===== src/sv/bciu_pkg.sv =====
// Shared types, opcodes and constants for the bytecode integer execute unit.
`timescale 1ns / 1ps
package bciu_pkg;

    localparam int REG_COUNT_DEF = 256;

    // fault codes
    localparam logic [1:0] FAULT_OK       = 2'd0;
    localparam logic [1:0] FAULT_DIV_ZERO = 2'd1;
    localparam logic [1:0] FAULT_DIV_OVF  = 2'd2;
    localparam logic [1:0] FAULT_BAD_OP   = 2'd3;

    // opcodes and opcode bounds
    localparam logic [7:0] OP_ALU_LAST  = 8'h1D;
    localparam logic [7:0] OP_IMM_LAST  = 8'h15;
    localparam logic [7:0] OP_SHL_IMM   = 8'h19;
    localparam logic [7:0] OP_SRA_IMM   = 8'h1B;
    localparam logic [7:0] OP_SHR_IMM   = 8'h1D;
    localparam logic [7:0] OP_NOT       = 8'h16;
    localparam logic [7:0] OP_NADD_LO   = 8'h30;
    localparam logic [7:0] OP_NSUB_LO   = 8'h32;
    localparam logic [7:0] OP_NAT_HI    = 8'h33;
    localparam logic [7:0] OP_JMP       = 8'h60;
    localparam logic [7:0] OP_JN        = 8'h61;
    localparam logic [7:0] OP_JNN       = 8'h62;
    localparam logic [7:0] OP_BR_LO     = 8'h70;
    localparam logic [7:0] OP_BR_HI     = 8'h7F;
    localparam logic [7:0] OP_MOV       = 8'hC0;
    localparam logic [7:0] OP_MOV_WIDE  = 8'hC1;
    localparam logic [7:0] OP_MOV_NAT   = 8'hC3;
    localparam logic [7:0] OP_LDI       = 8'hC4;
    localparam logic [7:0] OP_LDI_WIDE  = 8'hC5;
    localparam logic [7:0] OP_LDI_NAT   = 8'hC6;
    localparam logic [7:0] OP_LDI_WIDE2 = 8'hC7;
    localparam logic [7:0] OP_CLR       = 8'hCB;

    // ALU groups, opcode with the immediate bit cleared
    localparam logic [7:0] ALU_ADD  = 8'h00;
    localparam logic [7:0] ALU_SUB  = 8'h02;
    localparam logic [7:0] ALU_MUL  = 8'h04;
    localparam logic [7:0] ALU_MULU = 8'h06;
    localparam logic [7:0] ALU_DIVI = 8'h08;
    localparam logic [7:0] ALU_DIVU = 8'h0A;
    localparam logic [7:0] ALU_REMI = 8'h0C;
    localparam logic [7:0] ALU_REMU = 8'h0E;
    localparam logic [7:0] ALU_AND  = 8'h10;
    localparam logic [7:0] ALU_OR   = 8'h12;
    localparam logic [7:0] ALU_XOR  = 8'h14;
    localparam logic [7:0] ALU_NEG  = 8'h16;
    localparam logic [7:0] ALU_SHL  = 8'h18;
    localparam logic [7:0] ALU_SRA  = 8'h1A;

    // divider request and response
    typedef struct packed {
        logic        start;
        logic        signed_op;
        logic        want_rem;
        logic [31:0] dividend;
        logic [31:0] divisor;
    } div_req_t;

    typedef struct packed {
        logic        done;
        logic [31:0] result;
    } div_rsp_t;

endpackage


===== src/sv/bciu_div.sv =====
// Shared radix-2 restoring divider, one quotient bit per cycle.
`timescale 1ns / 1ps
module bciu_div
    import bciu_pkg::*;
(
    input  logic     clk,
    input  logic     rst_n,
    input  div_req_t req,
    output div_rsp_t rsp
);

    logic [31:0] rem_reg, rem_next;
    logic [31:0] quo_reg, quo_next;
    logic [31:0] dsr_reg, dsr_next;
    logic [5:0]  cnt_reg, cnt_next;
    logic        busy_reg, busy_next;
    logic        neg_q_reg, neg_q_next;
    logic        neg_r_reg, neg_r_next;
    logic        rem_sel_reg, rem_sel_next;
    logic        done_reg, done_next;
    logic [33:0] trial;
    logic [32:0] shifted;
    logic [31:0] mag_a, mag_b;

    always_comb
    begin
        mag_a = (req.signed_op && req.dividend[31]) ? 32'd0 - req.dividend : req.dividend;
        mag_b = (req.signed_op && req.divisor[31]) ? 32'd0 - req.divisor : req.divisor;
        // partial remainder can reach 33 bits before the subtract
        shifted = {rem_reg, quo_reg[31]};
        trial = {1'b0, shifted} - {2'b00, dsr_reg};
        rem_next = rem_reg;
        quo_next = quo_reg;
        dsr_next = dsr_reg;
        cnt_next = cnt_reg;
        busy_next = busy_reg;
        neg_q_next = neg_q_reg;
        neg_r_next = neg_r_reg;
        rem_sel_next = rem_sel_reg;
        done_next = 1'b0;
        if (req.start)
        begin
            rem_next = 32'd0;
            quo_next = mag_a;
            dsr_next = mag_b;
            cnt_next = 6'd32;
            busy_next = 1'b1;
            neg_q_next = req.signed_op && (req.dividend[31] ^ req.divisor[31]);
            neg_r_next = req.signed_op && req.dividend[31];
            rem_sel_next = req.want_rem;
        end
        else if (busy_reg)
        begin
            // one quotient bit per step
            rem_next = trial[33] ? shifted[31:0] : trial[31:0];
            quo_next = {quo_reg[30:0], ~trial[33]};
            cnt_next = cnt_reg - 6'd1;
            if (cnt_reg == 6'd1)
            begin
                busy_next = 1'b0;
                done_next = 1'b1;
            end
        end
    end

    always_ff @(posedge clk or negedge rst_n)
    begin
        if (!rst_n)
        begin
            busy_reg <= 1'b0;
            done_reg <= 1'b0;
            cnt_reg <= 6'd0;
        end
        else
        begin
            busy_reg <= busy_next;
            done_reg <= done_next;
            cnt_reg <= cnt_next;
        end
    end

    always_ff @(posedge clk)
    begin
        rem_reg <= rem_next;
        quo_reg <= quo_next;
        dsr_reg <= dsr_next;
        neg_q_reg <= neg_q_next;
        neg_r_reg <= neg_r_next;
        rem_sel_reg <= rem_sel_next;
    end

    always_comb
    begin
        rsp.done = done_reg;
        if (rem_sel_reg)
            rsp.result = neg_r_reg ? 32'd0 - rem_reg : rem_reg;
        else
            rsp.result = neg_q_reg ? 32'd0 - quo_reg : quo_reg;
    end

endmodule

===== config.mk =====
export PLATFORM = sky130hd
export DESIGN_NAME = bciu_div
export DESIGN_NICKNAME = d
export VERILOG_FILES = /design/src/sv/bciu_pkg.sv /design/src/sv/bciu_div.sv
export SDC_FILE = /design/constraint.sdc
export NUM_CORES = 1
export LEC_CHECK = 0
export ABC_CLOCK_PERIOD_IN_PS = 4310
export BUFFER_PORTS_ARGS = -buffer_cell sky130_fd_sc_hd__buf_2
export CAP_MARGIN = 20
export CELL_PAD_IN_SITES_DETAIL_PLACEMENT = 2
export CELL_PAD_IN_SITES_GLOBAL_PLACEMENT = 2
export CORE_AREA = 10 10 138 204
export DETAILED_ROUTE_END_ITERATION = 12
export DIE_AREA = 0 0 148 214
export GPL_ROUTABILITY_DRIVEN = 0
export PLACE_DENSITY_LB_ADDON = 0.1
export SLEW_MARGIN = 20
export SYNTH_ARGS = -nofsm -noshare
export SYNTH_HDL_FRONTEND = slang
export SYNTH_SLANG_ARGS = --single-unit

===== constraint.sdc =====
create_clock -name clk -period 4.31 [get_ports clk]
set_input_delay 0.2155 -clock clk [delete_from_list [all_inputs] [get_ports clk]]
set_output_delay 0.2155 -clock clk [all_outputs]
set_load 0.005 [all_outputs]

[Yosys cells after proc, flatten, opt, wreduce, memory -nomap -nowiden]
Index checks and enable logic that the tools add are counted.
Word-level totals
  register bits: 107
  latch bits: 0
  memories: 0
  bits of input ports: 69
  word-level logic and storage cells: 38
  memory bits (writable): 0
  bits in read-only memories: 0
Cells by class
  $mul: 0
  divide/modulo/power cells: 0
  bitwise gates (word level): 2
  reductions and logical operators: 4
  shift-type cells: 0
  add/subtract/negate cells: 6
  $lt $le $gt $ge: 0
  mux-type cells: 16
  equal/unequal tests: 1
Operators with widths (number)
  $mux W32: 8
  $sub A1 B32 Y32 const A: 4
  $sub A33 B32 Y34: 1
  $mux W6: 2
  $eq A6 B1 Y1 const B: 1
  $mux W1: 6
  $sub A6 B1 Y6 const B: 1
  $logic_and A1 B1 Y1: 3
  $reduce_bool A2 Y1: 1
  $not A1 Y1: 1
  $xor A1 B1 Y1: 1

[Depth between registers and ports, before layout]
Gate-level depths: netlist (run 1).
  depth in word-level cells: 4
  depth in mapped cells: 14
  gate-level depth less buffers: 13

[Worst setup path before layout (run 1)]
No wires, ideal clock.
  path kind: register -> register
  from: register quo_reg[31]
  to: register rem_reg[30]
  buffers on the path: 0
  arrival time: 2960 ps
  path slack: 1263 ps
  library setup time: 87 ps
  clock period less this slack: 3047 ps
  cell stages (with the launch flop): 14
  data required time: 4223 ps
  cell sequence: edfxtp_1 inv_1 ha_1 inv_1 fa_1 a21o_1 a221oi_1 o21a_1 o211ai_1 a21o_1 a221oi_1 o31ai_1 xnor2_1 o31ai_1
On the way
  cells in the longest elaborated chain, start to end: 2
RTL lines
  from (decl): line bciu_div.sv:13  | logic [31:0] quo_reg, quo_next;
  from (signal assigned): line bciu_div.sv:85  | quo_reg <= quo_next;
  $sub A33 B32 Y34: line bciu_div.sv:31  | trial = {1'b0, shifted} - {2'b00, dsr_reg};
  $mux W32: line bciu_div.sv:55  | rem_next = trial[33] ? shifted[31:0] : trial[31:0];
  to (signal assigned): line bciu_div.sv:84  | rem_reg <= rem_next;
  to (decl): line bciu_div.sv:12  | logic [31:0] rem_reg, rem_next;
No other way between the ends.
A chain may end at the register's enable or synchronous reset.

==> results of run 1 <==
==> worst max-delay path, delay by kind of cell, from the launching register on <==
family / cells / cell delay [ns]
compound gates: 2 / 0.42
xor+xnor: 1 / 0.15
buf+inv: 1 / 0.16
flops: 1 / 0.45
simple gates: 6 / 2.04
==> power by group <==
group	internal (mW)	switching, mW	leakage [nW]
logic	1.59	2.08	2.98
clock network	0.460	0.385	0.145
registers	1.33	0.366	1.02
==> synthesized netlist by cell type (all sizes together), types with 3 or more instances <==
master and count:
buf 10, clkbuf 39, a21oi 99, o41ai 11, a21o 24, or3 19
or4 12, xnor2 77, dfrtp 8, xor2 74, dfxtp 32, nor2 121
nor4 11, nand3 9, nand2b 7, nor3b 3, or2 4, o31ai 29
a21boi 4, and2 8, inv 57, nand2 118, a311oi 18, and3 8
edfxtp 67, a211oi 7, mux2i 7, nand4 4, a31oi 11, o21bai 4
o21ai 62, nand3b 3, a22oi 4, ha 38, nor2b 9, nor3 18
==> kinds of logic (layout without fill, tap and decap cells) <==
group / count (synthesis) / after routing
xor gates and xnor gates: 151 / 151
DFF: 107 / 107
and+or+nand+nor: 358 / 358
muxes: 8 / 8
adders and majority gates: 39 / 39
buffers and inverters: 106 / 191
AOI/OAI and AO/OA: 291 / 291
==> metal layers <==
metal	vias to the layer above	global-route usage [%]	share of wire [%]
li1	3932	-	-
met1	3844	21.13	45
met2	100	31.01	51
met3	19	2.091	2.1
met4	0	4.838	1.7
met5	-	0	0
==> cells in the final DEF, fill, tap and decap left out, types with 4 or more instances in the layout <==
cell       instances
inv_1             57
nand3_1            8
clkbuf_16         10
a211oi_1           7
o21bai_1           4
a31oi_1           11
ha_1              38
dfrtp_1            8
xor2_1            74
and2_1             8
nand2b_1           7
o41ai_1           10
nand4_1            4
edfxtp_1          67
or2_2              4
or4_1              9
or3_1             17
o21ai_0           61
dfxtp_1           32
a21oi_1           98
a22oi_1            4
o31ai_2            4
nor2b_1            9
buf_4             16
and3_1             8
o31ai_1           25
nand2_1          118
xnor2_1           77
a21o_1            24
a311oi_1          18
nor3_1            18
nor4_1            10
a21boi_0           4
mux2i_1            7
nor2_1           121
buf_2            100
==> how the worst min path moves through the flow <==
stage                 start     endpoint  slack, ns  depth (start not counted)
floorplan             rst_n     busy_reg      -0.08                          0
global placement      rst_n   cnt_reg[0]       0.07                          1
finish              req[64]  rem_sel_reg       0.03                          1
CTS                 req[64]  rem_sel_reg       0.01                          1
global route        req[64]  rem_sel_reg       0.02                          1
detailed placement    rst_n   cnt_reg[1]       0.08                          1
==> layout make-up <==
class                           instances  share of cell area, %
Timing Repair Buffer                  118                  6.546
Sequential cell                       107                  28.92
Tap cell                              328                  4.161
Multi-Input combinational cell        847                  55.22
Inverter                               57                  2.169
Clock inverter                          1                0.05074
Clock buffer                           15                  2.930
==> flow_metrics.tcl, run 1 <==
set metrics [dict create \
    drv_slew 0 \
    finalSetupViolCount 0 \
    fin_skew_ns 0.009853 \
    fin_nets 1248 \
    cts_max_path_buffers 2 \
    dpl-instance-area_um2 9544 \
    routedWlPerCell_um 18.70 \
    worstSkewPairLatency_ns 0.36 \
    hp-class "primary input to register" \
    worstPathArrival_ns 3.56 \
    clkTransAtPathRegs_ns 0.07 \
    die_h_um 214 \
    cts_resized 0 \
    portBuffers 101 \
    start_util_pct 35.23 \
    ys_warn_count 0 \
    grt_pass1_wl_mm 45.31 \
    synth-seq-cells 107 \
    synthFlopType "edfxtp_1" \
    hold-worst-slack_ns 0.02615 \
    synth_fp_nets 1168 \
    fillers 2944 \
    cap_viol_max_count 0 \
    synthMuxAreaShare_pct 0.9347 \
    die_area_um2 31670 \
    routed_via_density 5.360 \
    cp_slowest_cell "edfxtp_1" \
    synth-compound-area-share_pct 21.33 \
    cts-root-buf "clkbuf_16" \
    vias 7895 \
    path_max_fanout 5 \
    firstDrtPassIters 4 \
    synth-edff-count 67 \
    cts_tree "done" \
    synth_area_leaders "edfxtp_1 (23%), xnor2_1 (7.8%), xor2_1 (7.4%)" \
    total_power_mw 6.218 \
    final_util_pct 39.94 \
    syn_area_um2 8701 \
    synth_simple_gate_area_share_pct 19.40 \
    status "complete, no violations" \
    drc 0 \
    cpMostUsedCell "or3_1" \
    max_freq_mhz 264.6 \
    cts_made_buffers 9 \
    pre_cts_ws_ns 0.8089 \
    synth.distinct_cells 64 \
    crit_path_start "quo_reg[2]" \
    power_leakage_nw 4.154 \
    layout_min_cycle_time_ns 3.779 \
    tightestPinTransition_ns 0.9539 \
    grt_max_degree 75 \
    timing.final.ws_setup_ns 0.5310 \
    ios 102 \
    syn_inst 1060 \
    track_usage_pct 17.34 \
    drtIter0Drc 269 \
    register_area_um2 2853 \
    synth_largest_area_cell "edfxtp_1" \
    netlist.area_leader.share_pct 23.12 \
    synthAdderAreaFrac_pct 5.695 \
    crit_path_max_incr_delay_ns 0.45 \
    hold_violations 0 \
    antenna_found_initial 0 \
    num_rows 71 \
    reg2reg_setup_slack_ns 0.83 \
    critPathRequiredTime_ns 4.09 \
    drive_gt1_share_pct 13.10 \
    post_cts_buffers 0 \
    wl_mm 27.54 \
    first_global_vias 8601 \
    synth_top_family_by_area "compound AO/OA/AOI/OAI gates" \
    ys_seq_area_share_pct 32.79 \
    diodes 0 \
    peakVddDrop_uv 219.4 \
    cts_sinks 107 \
    synthXorXnorAreaFrac_pct 15.20 \
    die_x_um 148 \
    ant_nets 0 \
    relSlewSlack_pct 36.41 \
    powerDensity_nw_per_um2 630.5 \
    multi_input_area_um2 5446 \
    grt_overflow 0 \
    hpwl_mm 21.71 \
    setup_tns_ns 0 \
    critical_path_class "register to output pin" \
    path_cells "or3_1, or3_1, or3_1, or3_1, or3_4, o31ai_2, xnor2_1, nor2_1, a21oi_1, buf_2" \
    synthArstFlopShare_pct 7.477 \
    ff2ff_path_depth 12 \
    placed_cells 1455 \
    min_period_over_period_pct 87.68 \
    syn-mean-instance-area_um2 8.208 \
    end_kind "output pin" \
    core_um2 24700 \
    start_kind "register" \
    r2r-start "rem_reg[5]" \
    design_area_um2 9863 \
    cts_hold_buf 1 \
    area_growth_pct 13.36 \
    reg2reg_to "rem_reg[3]" \
    cts_max_level 3 \
    crit_end "rsp[31]" \
    finalNonFillerCells 1473 \
    grt_setup_unrepaired "false" \
]
Note: power is estimated with default switching activity, not from simulation.
==> inputs of run 2 (changes only) <==
==> constraint.sdc (replaced) <==
create_clock -name clk -period 4.31 [get_ports clk]
set_input_delay 0.862 -clock clk [delete_from_list [all_inputs] [get_ports clk]]
set_output_delay 0.862 -clock clk [all_outputs]
set_load 0.005 [all_outputs]
==> run 2 against run 1 <==
Effect of this change: flip-flop and latch count unchanged; largest cell class unchanged; worst setup slack got worse by 0.42 ns; via count increased by 1.6%; die area unchanged; global-route usage increased by 0.50 points; sequential share of layout area decreased by 0.31 points; critical path type unchanged; cell count increased by 0.61%.
==> flow_metrics.tcl, run 2 (synthesis gave the netlist of run 1 again) <==
set metrics [dict create \
    fin_nets 1257 \
    drc 0 \
    grt_overflow 0 \
    cts_made_buffers 9 \
    grt_pass1_wl_mm 46.90 \
    max_freq_mhz 238.2 \
    worstPathArrival_ns 3.34 \
    track_usage_pct 17.84 \
    die_area_um2 31670 \
    routed_via_density 5.413 \
    wl_mm 28.33 \
    critPathRequiredTime_ns 3.45 \
    diodes 0 \
    hpwl_mm 22.12 \
    cap_viol_max_count 0 \
    hp-class "primary input to asynchronous set/reset pin" \
    die_x_um 148 \
    antenna_found_initial 0 \
    cts_tree "done" \
    path_max_fanout 5 \
    cts_max_path_buffers 2 \
    powerDensity_nw_per_um2 636.7 \
    cts_max_level 3 \
    vias 8022 \
    final_util_pct 40.41 \
    pre_cts_ws_ns 0.3251 \
    finalSetupViolCount 0 \
    layout_commonest_cell "nor2_1" \
    clkTransAtPathRegs_ns 0.07 \
    end_kind "output pin" \
    layout_min_cycle_time_ns 4.199 \
    start_kind "register" \
    cts_sinks 107 \
    die_h_um 214 \
    hold_violations 0 \
    setup_tns_ns 0 \
    drtIter0Drc 263 \
    grt_setup_unrepaired "true" \
    cts-root-buf "clkbuf_16" \
    placed_cells 1460 \
    drive_gt1_share_pct 14.90 \
    fin_skew_ns 0.01084 \
    dpl-instance-area_um2 9582 \
    worstSkewPairLatency_ns 0.37 \
    status "complete, no violations" \
    min_period_over_period_pct 97.42 \
    area_growth_pct 14.70 \
    relSlewSlack_pct 27.97 \
    core_um2 24700 \
    routedWlPerCell_um 19.11 \
    firstDrtPassIters 4 \
    timing.final.ws_setup_ns 0.1114 \
    drv_slew 0 \
    ios 102 \
    grt_max_degree 85 \
    critical_path_class "register to output pin" \
    tightestPinTransition_ns 1.081 \
    num_rows 71 \
    first_global_vias 8812 \
    portBuffers 101 \
    total_power_mw 6.354 \
    design_area_um2 9980 \
    finalNonFillerCells 1482 \
    layout_common_cells "nor2_1 (121), nand2_1 (118), buf_2 (100)" \
    ant_nets 0 \
    power_leakage_nw 4.205 \
    hold-worst-slack_ns 0.3394 \
    start_util_pct 35.23 \
    cts_hold_buf 0 \
    peakVddDrop_uv 236.7 \
]
[run 2: cell types whose count changed in the layout (fill, tap and decap cells not counted), sizes merged]
cell         previous run  this run
buf                   117       127
clkbuf                 15        12
clkinv                  1         2
clkinvlp                0         1
dlygate4sd3             1         0
inv                    57        58
[run 2: cell type report]
cell class / instances / area (um^2)
multi-input cells: 847 / 5517
inverters: 57 / 214.0
repair buffers: 127 / 703.2
well taps: 328 / 410.4
fillers: 2946 / 14720
clock buffers: 12 / 256.5
flip-flops and latches: 107 / 2855
clock inverters: 4 / 23.77
[run 2: power breakdown]
group / switching, mW / internal, mW
logic: 2.14 / 1.69
clock network: 0.408 / 0.424
registers: 0.365 / 1.33
[run 2: routing by layer]
metal	GRT usage (%)	share of wire, %	vias to the layer above	wire length [um]
met1	21.59	44	3977	12580
met4	3.810	0.89	0	252
li1	-	-	3943	-
met3	2.006	1.7	15	493
met5	0	0	-	0
met2	32.72	53	87	15000
[run 2: final timing paths]
kind                                   from           to  slack, ns  cells after the start
worst min register to register   cnt_reg[5]   cnt_reg[5]       0.54                      2
worst max-delay path             quo_reg[1]      rsp[25]       0.11                     10
max in group asynchronous             rst_n   cnt_reg[5]       3.79                      1
worst min-delay path                  rst_n     done_reg       0.34                      1
min in group clk                 cnt_reg[5]   cnt_reg[5]       0.54                      2
worst max register to register  quo_reg[31]  rem_reg[30]       0.76                     15
[run 2: critical path, stage by stage, from the launching register on]
cell and delay (ns):
edfxtp_1 0.42, or3_4 0.39, or3_4 0.33, or3_4 0.36, or3_4 0.36, or3_4 0.40, o31ai_4 0.19, xnor2_1 0.14
nor2_1 0.07, a21oi_2 0.15, buf_2 0.14
[run 2: timing repair]
action	in CTS	in global routing
pin swaps	0	1
gates resized for setup	2	14
setup buffers	1	5
endpoints found under the setup margin	4	8
